File: config.mk
export PLATFORM = sky130hd
export DESIGN_NAME = grid_line_of_sight_occlusion
export DESIGN_NICKNAME = d
export VERILOG_FILES = /design/src/glos_pkg.sv /design/src/grid_line_of_sight_occlusion.sv
export VERILOG_INCLUDE_DIRS = /design/src /design/src/src
export SDC_FILE = /design/constraint.sdc
export NUM_CORES = 2
export LEC_CHECK = 0
export ABC_AREA = 1
export BUFFER_PORTS_ARGS = -buffer_cell sky130_fd_sc_hd__buf_4
export CAP_MARGIN = 20
export CORE_AREA = 10 10 325 358
export CTS_CLUSTER_SIZE = 10
export DETAILED_ROUTE_END_ITERATION = 10
export DIE_AREA = 0 0 335 368
export PLACE_DENSITY = 0.55
export SETUP_SLACK_MARGIN = 0.5
export SLEW_MARGIN = 20
export SYNTH_ARGS = -nofsm -noshare
export SYNTH_HDL_FRONTEND = slang
export SYNTH_SLANG_ARGS = --single-unit
File: constraint.sdc
create_clock -name clk -period 16.33 [get_ports clk]
set_input_delay 0.8165 -clock clk [delete_from_list [all_inputs] [get_ports clk]]
set_output_delay 0.8165 -clock clk [all_outputs]
set_load 0.01 [all_outputs]
File: src/assert_macros.svh
// ----------------------------------------------------------------------------
// Assertion macros included by the occlusion block's RTL.
// ----------------------------------------------------------------------------
`ifndef ASSERT_MACROS_SVH
`define ASSERT_MACROS_SVH

// Same-cycle implication, checked on the rising edge of clk out of reset.
`define ASSERT_IMPLIES(lbl, ante, cons) \
  lbl: assert property (@(posedge clk) disable iff (!rst_n) (ante) |-> (cons)) \
    else $error("assertion failed");

// Next-cycle implication, checked on the rising edge of clk out of reset.
`define ASSERT_NEXT(lbl, ante, cons) \
  lbl: assert property (@(posedge clk) disable iff (!rst_n) (ante) |=> (cons)) \
    else $error("assertion failed");

`endif

File: src/glos_pkg.sv
// ----------------------------------------------------------------------------
// glos_pkg
// Types and constants of the grid line-of-sight occlusion block.
// ----------------------------------------------------------------------------
package glos_pkg;

  // Field widths of the items and registers
  localparam int COL_W      = 5;
  localparam int ROW_W      = 4;
  localparam int DIST_W     = 11;
  localparam int CFG_IDX_W  = 1;
  localparam int CFG_DATA_W = 5;
  localparam int IN_DATA_W  = 16;
  localparam int OUT_DATA_W = 16;

  // Cell coordinates widened to 7 bits, enough for grid sizes up to 127
  localparam int CELL_EXT_W = 7;

  // Half-cell geometry and cross products
  localparam int ORI_W = 16;
  typedef logic signed [ORI_W-1:0] ori_t;

  // Item kinds
  localparam logic OP_WRITE = 1'b0;
  localparam logic OP_QUERY = 1'b1;

  // Register indexes
  localparam logic [CFG_IDX_W-1:0] REG_VIEWER_COL = 1'b0;
  localparam logic [CFG_IDX_W-1:0] REG_VIEWER_ROW = 1'b1;

  typedef enum logic [2:0] {
    ST_CLEAR,
    ST_IDLE,
    ST_SETUP1,
    ST_SETUP2,
    ST_SCAN,
    ST_DRAIN,
    ST_DONE
  } state_t;

  // True when both values are non-zero and of opposite sign
  function automatic logic opp_sign(input ori_t a, input ori_t b);
    return ((a < 0) && (b > 0)) || ((a > 0) && (b < 0));
  endfunction

endpackage

File: src/grid_line_of_sight_occlusion.sv
// The scan reads one map cell per cycle from the map RAM; map writes are taken one
// per cycle while idle. A new query or write is accepted only in the idle state,
// not while a query is in progress.
// Reset: synchronous, active low; afterwards a clearing pass writes floor to every
// cell of the 2**(clog2 rows + clog2 cols)-entry map RAM, items wait.
// ----------------------------------------------------------------------------
// grid_line_of_sight_occlusion
// Wall map in a single-port-write RAM; a query sweeps the map, testing the
// sight segment against both diagonals of each wall cell but the target's own.
// ----------------------------------------------------------------------------
module grid_line_of_sight_occlusion
  import glos_pkg::*;
#(
  parameter int GRID_ROWS = 16,
  parameter int GRID_COLS = 32
) (
  input  logic                  clk,
  input  logic                  rst_n,
  // input items
  input  logic                  in_tvalid,
  output logic                  in_tready,
  input  logic [IN_DATA_W-1:0]  in_tdata,   // cell_col[4:0], cell_row[8:5], wall_value[9]
  input  logic                  in_tuser,   // op[0]
  // result items
  output logic                  out_tvalid,
  input  logic                  out_tready,
  output logic [OUT_DATA_W-1:0] out_tdata,  // occluded[0], target_wall[1], dist_sq[12:2]
  // configuration
  input  logic                  cfg_wr_en,
  input  logic [CFG_IDX_W-1:0]  cfg_addr,
  input  logic [CFG_DATA_W-1:0] cfg_wdata
);

  localparam int RW    = $clog2(GRID_ROWS);
  localparam int CW    = $clog2(GRID_COLS);
  localparam int AW    = RW + CW;
  localparam int DEPTH = 2 ** AW;

  // Input fields
  logic [COL_W-1:0] in_col;
  logic [ROW_W-1:0] in_row;
  logic             in_wall;
  logic             in_inside;

  assign in_col    = in_tdata[COL_W-1:0];
  assign in_row    = in_tdata[COL_W+ROW_W-1:COL_W];
  assign in_wall   = in_tdata[COL_W+ROW_W];
  assign in_inside = (CELL_EXT_W'(in_col) < CELL_EXT_W'(GRID_COLS)) &&
                     (CELL_EXT_W'(in_row) < CELL_EXT_W'(GRID_ROWS));

  // Configuration registers
  logic [COL_W-1:0] viewer_col_r;
  logic [ROW_W-1:0] viewer_row_r;

  always_ff @(posedge clk) begin
    if (!rst_n) begin
      viewer_col_r <= '0;
      viewer_row_r <= '0;
    end else if (cfg_wr_en) begin
      case (cfg_addr)
        REG_VIEWER_COL: viewer_col_r <= cfg_wdata[COL_W-1:0];
        REG_VIEWER_ROW: viewer_row_r <= cfg_wdata[ROW_W-1:0];
        default: ;
      endcase
    end
  end

  // Control state
  state_t              state_r, state_nxt;
  logic [AW-1:0]       clr_r;
  logic [RW-1:0]       scan_row_r;
  logic [CW-1:0]       scan_col_r;
  logic                scan_last;
  logic                clr_last;
  logic                in_acc;
  logic                load_out;
  logic                issue;
  logic                out_valid_r;

  // Map RAM ports
  logic                mem_we;
  logic [AW-1:0]       mem_wa;
  logic                mem_wd;
  logic [AW-1:0]       mem_ra;
  logic                rd_q_r;
  logic                mem [DEPTH];

  logic [CELL_EXT_W-1:0] in_row_ext, in_col_ext;
  logic [AW-1:0]         tgt_addr;

  assign in_row_ext = CELL_EXT_W'(in_row);
  assign in_col_ext = CELL_EXT_W'(in_col);
  assign tgt_addr   = {in_row_ext[RW-1:0], in_col_ext[CW-1:0]};

  assign scan_last = (scan_row_r == RW'(GRID_ROWS - 1)) && (scan_col_r == CW'(GRID_COLS - 1));
  assign clr_last  = (clr_r == {AW{1'b1}});

  // Next state
  always_comb begin
    state_nxt = state_r;
    case (state_r)
      ST_CLEAR:  if (clr_last) state_nxt = ST_IDLE;
      ST_IDLE:   if (in_tvalid && (in_tuser == OP_QUERY)) state_nxt = ST_SETUP1;
      ST_SETUP1: state_nxt = ST_SETUP2;
      ST_SETUP2: state_nxt = ST_SCAN;
      ST_SCAN:   if (scan_last) state_nxt = ST_DRAIN;
      ST_DRAIN:  state_nxt = ST_DONE;
      ST_DONE:   if (!out_valid_r || out_tready) state_nxt = ST_IDLE;
      default:   state_nxt = ST_IDLE;
    endcase
  end

  // Control outputs
  always_comb begin
    in_tready = 1'b0;
    load_out  = 1'b0;
    issue     = 1'b0;
    mem_we    = 1'b0;
    mem_wa    = tgt_addr;
    mem_wd    = in_wall;
    mem_ra    = tgt_addr;
    case (state_r)
      ST_CLEAR: begin
        mem_we = 1'b1;
        mem_wa = clr_r;
        mem_wd = 1'b0;
      end
      ST_IDLE: begin
        in_tready = 1'b1;
        mem_we    = in_tvalid && (in_tuser == OP_WRITE) && in_inside;
      end
      ST_SCAN: begin
        issue  = 1'b1;
        mem_ra = {scan_row_r, scan_col_r};
      end
      ST_DONE:  load_out = !out_valid_r || out_tready;
      default: ;
    endcase
  end

  assign in_acc = in_tvalid && in_tready;

  always_ff @(posedge clk) begin
    if (!rst_n) begin
      state_r <= ST_CLEAR;
      clr_r   <= '0;
    end else begin
      state_r <= state_nxt;
      if (state_r == ST_CLEAR) clr_r <= clr_r + AW'(1);
    end
  end

  // Map RAM, registered read
  always_ff @(posedge clk) begin
    if (mem_we) mem[mem_wa] <= mem_wd;
    rd_q_r <= mem[mem_ra];
  end

  // Query registers
  logic [CELL_EXT_W-1:0] tgt_row_r, tgt_col_r;
  logic                  tgt_inside_r;
  ori_t                  px_r, py_r, dx_r, dy_r, dx2_r, dy2_r, dc_r, dr_r;
  ori_t                  kp1_r, kt1_r, kp2_r, kt2_r;
  ori_t                  prod_r, s_r, srow_r;
  logic [DIST_W-1:0]     dcsq_r, dist_r;
  logic                  tw_r, occ_r;

  // Capture the query and set up the sweep
  always_ff @(posedge clk) begin
    if (in_acc) begin
      tgt_row_r    <= in_row_ext;
      tgt_col_r    <= in_col_ext;
      tgt_inside_r <= in_inside;
      px_r  <= ori_t'({viewer_col_r, 1'b1});
      py_r  <= ori_t'({viewer_row_r, 1'b1});
      dx_r  <= ori_t'({in_col, 1'b1}) - ori_t'({viewer_col_r, 1'b1});
      dy_r  <= ori_t'({in_row, 1'b1}) - ori_t'({viewer_row_r, 1'b1});
      dx2_r <= ori_t'({in_col, 2'b10}) - ori_t'({viewer_col_r, 2'b10});
      dy2_r <= ori_t'({in_row, 2'b10}) - ori_t'({viewer_row_r, 2'b10});
      dc_r  <= ori_t'(in_col) - ori_t'(viewer_col_r);
      dr_r  <= ori_t'(in_row) - ori_t'(viewer_row_r);
      kp1_r <= ori_t'({viewer_row_r, 1'b1}) - ori_t'({viewer_col_r, 1'b1});
      kt1_r <= ori_t'({in_row, 1'b1}) - ori_t'({in_col, 1'b1});
      kp2_r <= ori_t'(viewer_row_r) + ori_t'(viewer_col_r) + ori_t'(viewer_row_r)
               + ori_t'(viewer_col_r);
      kt2_r <= ori_t'(in_row) + ori_t'(in_col) + ori_t'(in_row) + ori_t'(in_col);
    end
    // cross product at the grid origin: dy*px - dx*py, formed in ST_SETUP1 and ST_SETUP2
    if (state_r == ST_SETUP1) begin
      tw_r   <= tgt_inside_r && rd_q_r;
      prod_r <= ori_t'(dy_r * px_r);
      dcsq_r <= DIST_W'(ori_t'(dc_r * dc_r));
    end
    if (state_r == ST_SETUP2) begin
      s_r    <= prod_r - ori_t'(dx_r * py_r);
      srow_r <= prod_r - ori_t'(dx_r * py_r);
      dist_r <= dcsq_r + DIST_W'(ori_t'(dr_r * dr_r));
    end else if (issue) begin
      if (scan_col_r == CW'(GRID_COLS - 1)) begin
        s_r    <= srow_r + dx2_r;
        srow_r <= srow_r + dx2_r;
      end else begin
        s_r <= s_r - dy2_r;
      end
    end
  end

  // Sweep counters
  always_ff @(posedge clk) begin
    if (state_r == ST_SETUP2) begin
      scan_row_r <= '0;
      scan_col_r <= '0;
    end else if (issue) begin
      if (scan_col_r == CW'(GRID_COLS - 1)) begin
        scan_col_r <= '0;
        scan_row_r <= scan_row_r + RW'(1);
      end else begin
        scan_col_r <= scan_col_r + CW'(1);
      end
    end
  end

  // Stage alongside the RAM read: cell geometry of the issued cell
  logic vld1_r, skip1_r;
  ori_t s1_r, u1_r, v1_r;
  ori_t cell_x, cell_y;

  assign cell_x = ori_t'({scan_col_r, 1'b0});
  assign cell_y = ori_t'({scan_row_r, 1'b0});

  always_ff @(posedge clk) begin
    if (!rst_n) vld1_r <= 1'b0;
    else        vld1_r <= issue;
  end

  always_ff @(posedge clk) begin
    if (issue) begin
      s1_r    <= s_r;
      u1_r    <= cell_x - cell_y;
      v1_r    <= cell_x + cell_y;
      skip1_r <= (CELL_EXT_W'(scan_row_r) == tgt_row_r) &&
                 (CELL_EXT_W'(scan_col_r) == tgt_col_r);
    end
  end

  // Wall test: segment splits a diagonal and a diagonal splits the segment
  ori_t s_b, s_c, s_d, e1p, e1t, e2p, e2t;
  logic seg_split, diag_split, blk;

  assign s_b = s1_r + dx2_r;
  assign s_c = s1_r + dx2_r - dy2_r;
  assign s_d = s1_r - dy2_r;
  assign e1p = kp1_r + u1_r;
  assign e1t = kt1_r + u1_r;
  assign e2p = kp2_r - v1_r;
  assign e2t = kt2_r - v1_r;
  assign seg_split  = opp_sign(s1_r, s_c) || opp_sign(s_b, s_d);
  assign diag_split = opp_sign(e1p, e1t) || opp_sign(e2p, e2t);
  assign blk = vld1_r && rd_q_r && !skip1_r && seg_split && diag_split;

  always_ff @(posedge clk) begin
    if (state_r == ST_SETUP2) occ_r <= 1'b0;
    else if (blk)             occ_r <= 1'b1;
  end

  // Output register
  logic [OUT_DATA_W-1:0] out_data_r;

  always_ff @(posedge clk) begin
    if (!rst_n) begin
      out_valid_r <= 1'b0;
    end else if (load_out) begin
      out_valid_r <= 1'b1;
    end else if (out_tready) begin
      out_valid_r <= 1'b0;
    end
  end

  always_ff @(posedge clk) begin
    if (load_out) out_data_r <= OUT_DATA_W'({dist_r, tw_r, occ_r});
  end

  assign out_tvalid = out_valid_r;
  assign out_tdata  = out_data_r;

  // Assertions
  `include "assert_macros.svh"

  `ASSERT_IMPLIES(a_no_accept_in_clear, state_r == ST_CLEAR, !in_tready)
  `ASSERT_NEXT(a_result_from_done, !out_valid_r && state_r != ST_DONE, !out_valid_r)
  `ASSERT_IMPLIES(a_write_when_idle, mem_we, state_r == ST_IDLE || state_r == ST_CLEAR)
  `ASSERT_IMPLIES(a_test_in_sweep, vld1_r, state_r == ST_SCAN || state_r == ST_DRAIN)

endmodule
* Yosys cells after proc, flatten, opt, wreduce, memory -nomap -nowiden *
Memory sizes are Yosys's and may differ from the RTL's. A register that Yosys moved wholly into a read port is not among the register bits.
Index checks and enable logic that the tools add are counted.
W data, S select, Z words.

cells by class
  add/sub/neg operators = 30
  $mul = 4
  magnitude comparators = 16
  equality and inequality tests = 15
  muxes and demuxes = 23
  bitwise gates (word level) = 2
  reductions and logical operators = 35

operators by type and width
  kind                   count
  $gt A16 B1 Y1 const B  8
  $lt A16 B1 Y1 const B  8
  $mux W16               6
  $sub A16 B16 Y16       6
  $add A16 B16 Y16       4
  $mul A16 B16 Y11       2
  $pmux W3 S7            1
  $mux W9                2
  $logic_and A1 B1 Y1    17
  $add A7 B5 Y8          2
  $mul A16 B6 Y16        1
  $mul A16 B7 Y16        1
  $add A6 B4 Y7          2
  $sub A5 B6 Y7          2
  $sub A6 B6 Y7          2
  $add A4 B5 Y6          2
  $mux W3                4
  $sub A5 B5 Y6          2
  $add A11 B11 Y11       1
  $add A9 B1 Y9 const B  1
  $eq A3 B3 Y1 const B   3
  $eq A9 B9 Y1 const B   1
  $mux W1                8
  $ne A2 B2 Y1 const B   4
  other kinds (21)       35

storage, ports and cells
  register bits after elaboration = 344
  memory bits (writable) = 512
  output and inout port bits = 18
  memories = 1

memory list
  memory  depth  bits a word  read ports  clocked after Yosys merged registers in  wr ports  line                                source
  mem     512    1            1           1                                        1         grid_line_of_sight_occlusion.sv:86  logic mem [DEPTH];

* Longest topological paths before layout *
  depth after elaboration = 8
  mapped depth = 24
  mapped depth without buffers = 24

* Least setup slack after synthesis *
OpenSTA, ideal clock, no wires.

  kind = register to register
  from = reg state_r[2]
  to = mem mem[0] (data pin)
  arrival = 12.511 ns
  data required time = 13.753 ns
  setup slack = 1.243 ns
  cell stages (with the launch flop) = 6
  path buffers = 1
  cells stage by stage = dfxtp_1 > buf_4 > inv_1 > nand2_2 > inv_1 > nor2_1

on the way
  cells in the longest elaborated chain, start to end = 2

ends and longest elaborated chain
  item                      line                                 source
  start: declaration        grid_line_of_sight_occlusion.sv:69   state_t state_r, state_nxt;
  start signal: assignment  grid_line_of_sight_occlusion.sv:148  state_r <= state_nxt;
  $logic_not A3 Y1          grid_line_of_sight_occlusion.sv:122  case (state_r)
  $mux W1                   grid_line_of_sight_occlusion.sv:122
  net mem_wd                grid_line_of_sight_occlusion.sv:83   logic mem_wd;
  end: declaration          grid_line_of_sight_occlusion.sv:86

The timed path passes the listed nets, and every way through them passes these cells.

* Worst setup path after layout *
  from = reg dr_r[0]
  to = reg dist_r[10] (data pin)

on the way
  cells in the longest elaborated chain, start to end = 2

ends and longest elaborated chain
  item                      line                                 source
  start: declaration        grid_line_of_sight_occlusion.sv:162  ori_t px_r, py_r, dx_r, dy_r, dx2_r, dy2_r, dc_r, dr_r;
  start signal: assignment  grid_line_of_sight_occlusion.sv:181  dr_r <= ori_t'(in_row) - ori_t'(viewer_row_r);
  $mul A16 B16 Y11          grid_line_of_sight_occlusion.sv:197  dist_r <= dcsq_r + DIST_W'(ori_t'(dr_r * dr_r));
  $add A11 B11 Y11          grid_line_of_sight_occlusion.sv:197
  end signal: assignment    grid_line_of_sight_occlusion.sv:197
  end: declaration          grid_line_of_sight_occlusion.sv:165  logic [DIST_W-1:0] dcsq_r, dist_r;

No other way between the ends.
A chain may end at the register's enable or synchronous reset.

==> run_results.csv <==
group,metric,value,unit
outcome,status,"completed",
yosys,synth_cell_types,52,
power_and_ir_drop,switching_share,23.1,%
routing,wl,112,mm
yosys,syn-cell-area,43200,sq um
cts,cts_made_buffers,87,
yosys,synth_xor_area_share,2.57,%
yosys,synth-simple-area-share,20.9,%
cts,h-tree-depth,3,
cts,clk_latency,0.68,ns
floorplan,dieArea,123000,sq um
routing,drc_errors,0,
critical_path,start_kind,"flop",
sta,finalSetupViolCount,0,
power_and_ir_drop,power_leakage,0.0199,uW
yosys,synth_warnings,0,
sta,min_period_over_period,32.8,%
critical_path,crit_arrival,5.78,ns
yosys,synth_top_family_by_area,"simple AND/OR/NAND/NOR gates",
placed_design,dp.cells,6026,
routing,drtAntennaViolNets,0,
final_layout,drive_above_1_share,5.08,%
sta,rsz0062_at_grt,"false",
yosys,synth_compound_area_share,6.15,%
power_and_ir_drop,p_comb_share,5.0,%
routing,via_per_inst,5.10,
power_and_ir_drop,p_seq_share,49.7,%
sta,final_max_slew_viol_count,0,
critical_path,path_max_fanout,15,
routing,vias,31400,
critical_path,startpoint,"dr_r[0]$_DFFE_PP_",
sta,setup_tns,0,ns
yosys,synth_area_leader_cell,"edfxtp_1",
hold_path,hold_start,"in_tdata[5]",
placed_design,hpwl,67.0,mm
hold_path,hold_class,"input pin to flop",
sta,hold_viol,0,
cts,path_clk_slew,0.06,ns
yosys,ys.flop_type,"edfxtp_1",
final_layout,fill_cells,10700,
cts,hold_buffers,0,
routing,dr.pass1.iters,5,
critical_path,cp-end-kind,"flop",
critical_path,r2r_setup_slack,10.97,ns
flow_run,max_cap_violations,0,
power_and_ir_drop,intPower,3040,uW
yosys,synth.most_common_cell,"nand2_1",
floorplan,fp.dieH,368,um
critical_path,path_class,"flop to flop",
floorplan,ios,46,
placed_design,io_buffers,36,
sta,fin_skew,0.0431,ns
routing,wl_per_cell,18.1,um
floorplan,rows,127,
yosys,synth_edf_count,673,
yosys,synth.avg_cell_area,9.12,sq um
power_and_ir_drop,peakVddDrop,0.0919,mV
final_layout,instances_no_fill,6164,
yosys,synth_mux_area_share,0,%
power_and_ir_drop,p_clk_share,45.2,%
global_routing,grt_util_all_layers,18.0,%
final_layout,area_growth,9.66,%
power_and_ir_drop,p_sw,913,uW
floorplan,die_w,335,um
yosys,syn_inst,4738,
yosys,yosysTopAreaCellShare,46.8,%
cts,cts-resized-gates,0,
final_layout,layout.nets,5113,
floorplan,fp.coreArea,109000,sq um
routing,drt_iter0_markers,2157,
sta,slew_headroom,30.0,%
final_layout,num_antenna_cells,0,
floorplan,initial_core_util,39.8,%
sta,worst_pin_slew,1.05,ns
cts,cts_buffer_depth,3,
cts,cts_sinks,707,
sta,post-route-min-period,5.36,ns
yosys,async_flop_share,0,%
placed_design,gp_congestion,0.822,
yosys,ys_seq_elements,707,
cts,cts_tree,"yes",
global_routing,grt_pass1_wl,175,mm
global_routing,antenna_found_initial,0,
critical_path,worstReg2RegStart,"dr_r[0]$_DFFE_PP_",
cts,postCtsSetupRepairBufs,0,
power_and_ir_drop,powerDensity,83.5,nW/um^2
yosys,yosysSeqAreaShare,48.3,%
yosys,synth_area_leaders,"edfxtp_1, nand2_1, ha_1",
yosys,yosys-top-cells-count,"nand2_1, inv_1, edfxtp_1",
sta,max_freq,0.186,GHz
global_routing,grt_max_degree,291,
critical_path,worstPathRequired,16.75,ns
yosys,synthAdderAreaFrac,13.7,%
global_routing,grt_pass1_vias,30600,
cts,root_buffer,"clkbuf_16",
global_routing,grt_overflow,0,
-- final cells by class --
cell class                      count  area (sq um)  share of cell area [%]
Multi-Input combinational cell   3127         18800                    39.7
Sequential cell                   707         20900                    44.1
Clock inverter                     20           267                   0.562
Timing Repair Buffer               84           688                    1.45
Tap cell                         1419          1780                    3.75
Inverter                          690          2590                    5.47
Clock buffer                      117          2350                    4.96
-- registers in the layout, indices dropped and copies added, names as in the netlist, 5 cells and up --
signal        cells
tgt_col_r         5
clr_r             9
s_r              16
kp1_r             6
dr_r              5
viewer_col_r      5
dc_r              6
out_tdata        13
scan_col_r        5
u1_r              6
kt1_r             6
s1_r             16
kp2_r             5
px_r              5
mem             512
v1_r              5
srow_r           16
kt2_r             5
prod_r           15
dcsq_r           10
dist_r           11
-- critical path: stages (launching register included) --
cell and delay [ns]:
edfxtp_1 0.84, nand2_1 0.20, inv_1 0.43, fa_1 0.51, ha_1 0.28, inv_1 0.05, fa_1 0.48, fa_1 0.50
fa_1 0.49, inv_1 0.04, ha_1 0.34, nand2_1 0.06, o21ai_0 0.31, nand2_1 0.08, nand2_1 0.08, a21oi_1 0.07
xor2_1 0.17, xor2_1 0.18
-- metrics by stage --
stage	power [uW]	setup slack [ns]	cell area, sq um	utilization (%)	hold slack [ns]
floorplan	2130	1.24	43200	-	0.400
global placement	2200	10.95	44700	41.2	0.402
detailed placement	2200	10.91	44700	41.2	0.405
CTS	4000	10.88	47400	43.6	0.342
global route	4080	10.51	47400	43.6	0.364
finish	3960	10.97	47400	43.6	0.383
-- metal layers --
metal	wire [um]	global-route usage, %	vias up
met5	0	0	-
met4	3620	6.29	0
met3	4490	1.94	209
met2	56200	32.1	655
met1	47500	22.5	15200
li1	-	-	15400
-- cells by family (layout without fill, tap and decap cells) --
group,after synthesis,in the layout
AO/OA/AOI/OAI,443,443
buffers and inverters,906,911
adder cells (fa/ha/maj),388,388
AND/OR/NAND/NOR,2166,2166
XOR/XNOR,127,127
other,1,3
flip-flops,707,707
-- power by group through the flow --
stage	Sequential (uW)	Combinational, uW	Clock, uW
6_report	1970	200	1790
5_1_grt	1970	220	1890
4_1_cts	1970	201	1830
3_5_place_dp	2000	200	0
3_3_place_gp	2000	199	0
2_1_floorplan	2000	128	0
-- cells in the final DEF, fill, tap and decap left out, types with 4 or more instances in the layout --
master       n
a211oi_1    10
a21boi_0     6
a21o_1       5
a21oi_1    136
a31o_2       4
a31oi_1      9
buf_4       80
clkbuf_1    24
clkbuf_16   87
clkbuf_8     6
clkinv_1     5
clkinv_16    4
clkinv_2     6
dfxtp_1     34
edfxtp_1   673
fa_1       142
ha_1       246
inv_1      687
nand2_1    986
nand2_2     16
nand3_1    380
nand3b_1    51
nand4_1     26
nor2_1     656
nor3_1      19
nor4_1       7
o2111ai_1    4
o211ai_1   101
o21ai_0    132
o21ai_1      7
o21ai_4      4
o21bai_1     8
o31ai_1      7
or2_2        9
xnor2_1     49
xor2_1      78
-- path summary, 6_finish.rpt --
kind / endpoint / cells past startpoint
hold / removal: tgt_row_r[0]$_DFFE_PP_ / 1
setup reg to reg: dist_r[10]$_DFFE_PP_ / 17
hold reg to reg: out_tdata[5]$_DFFE_PP_ / 0
setup / recovery: dist_r[10]$_DFFE_PP_ / 17
(Power assumes the default switching activity.)
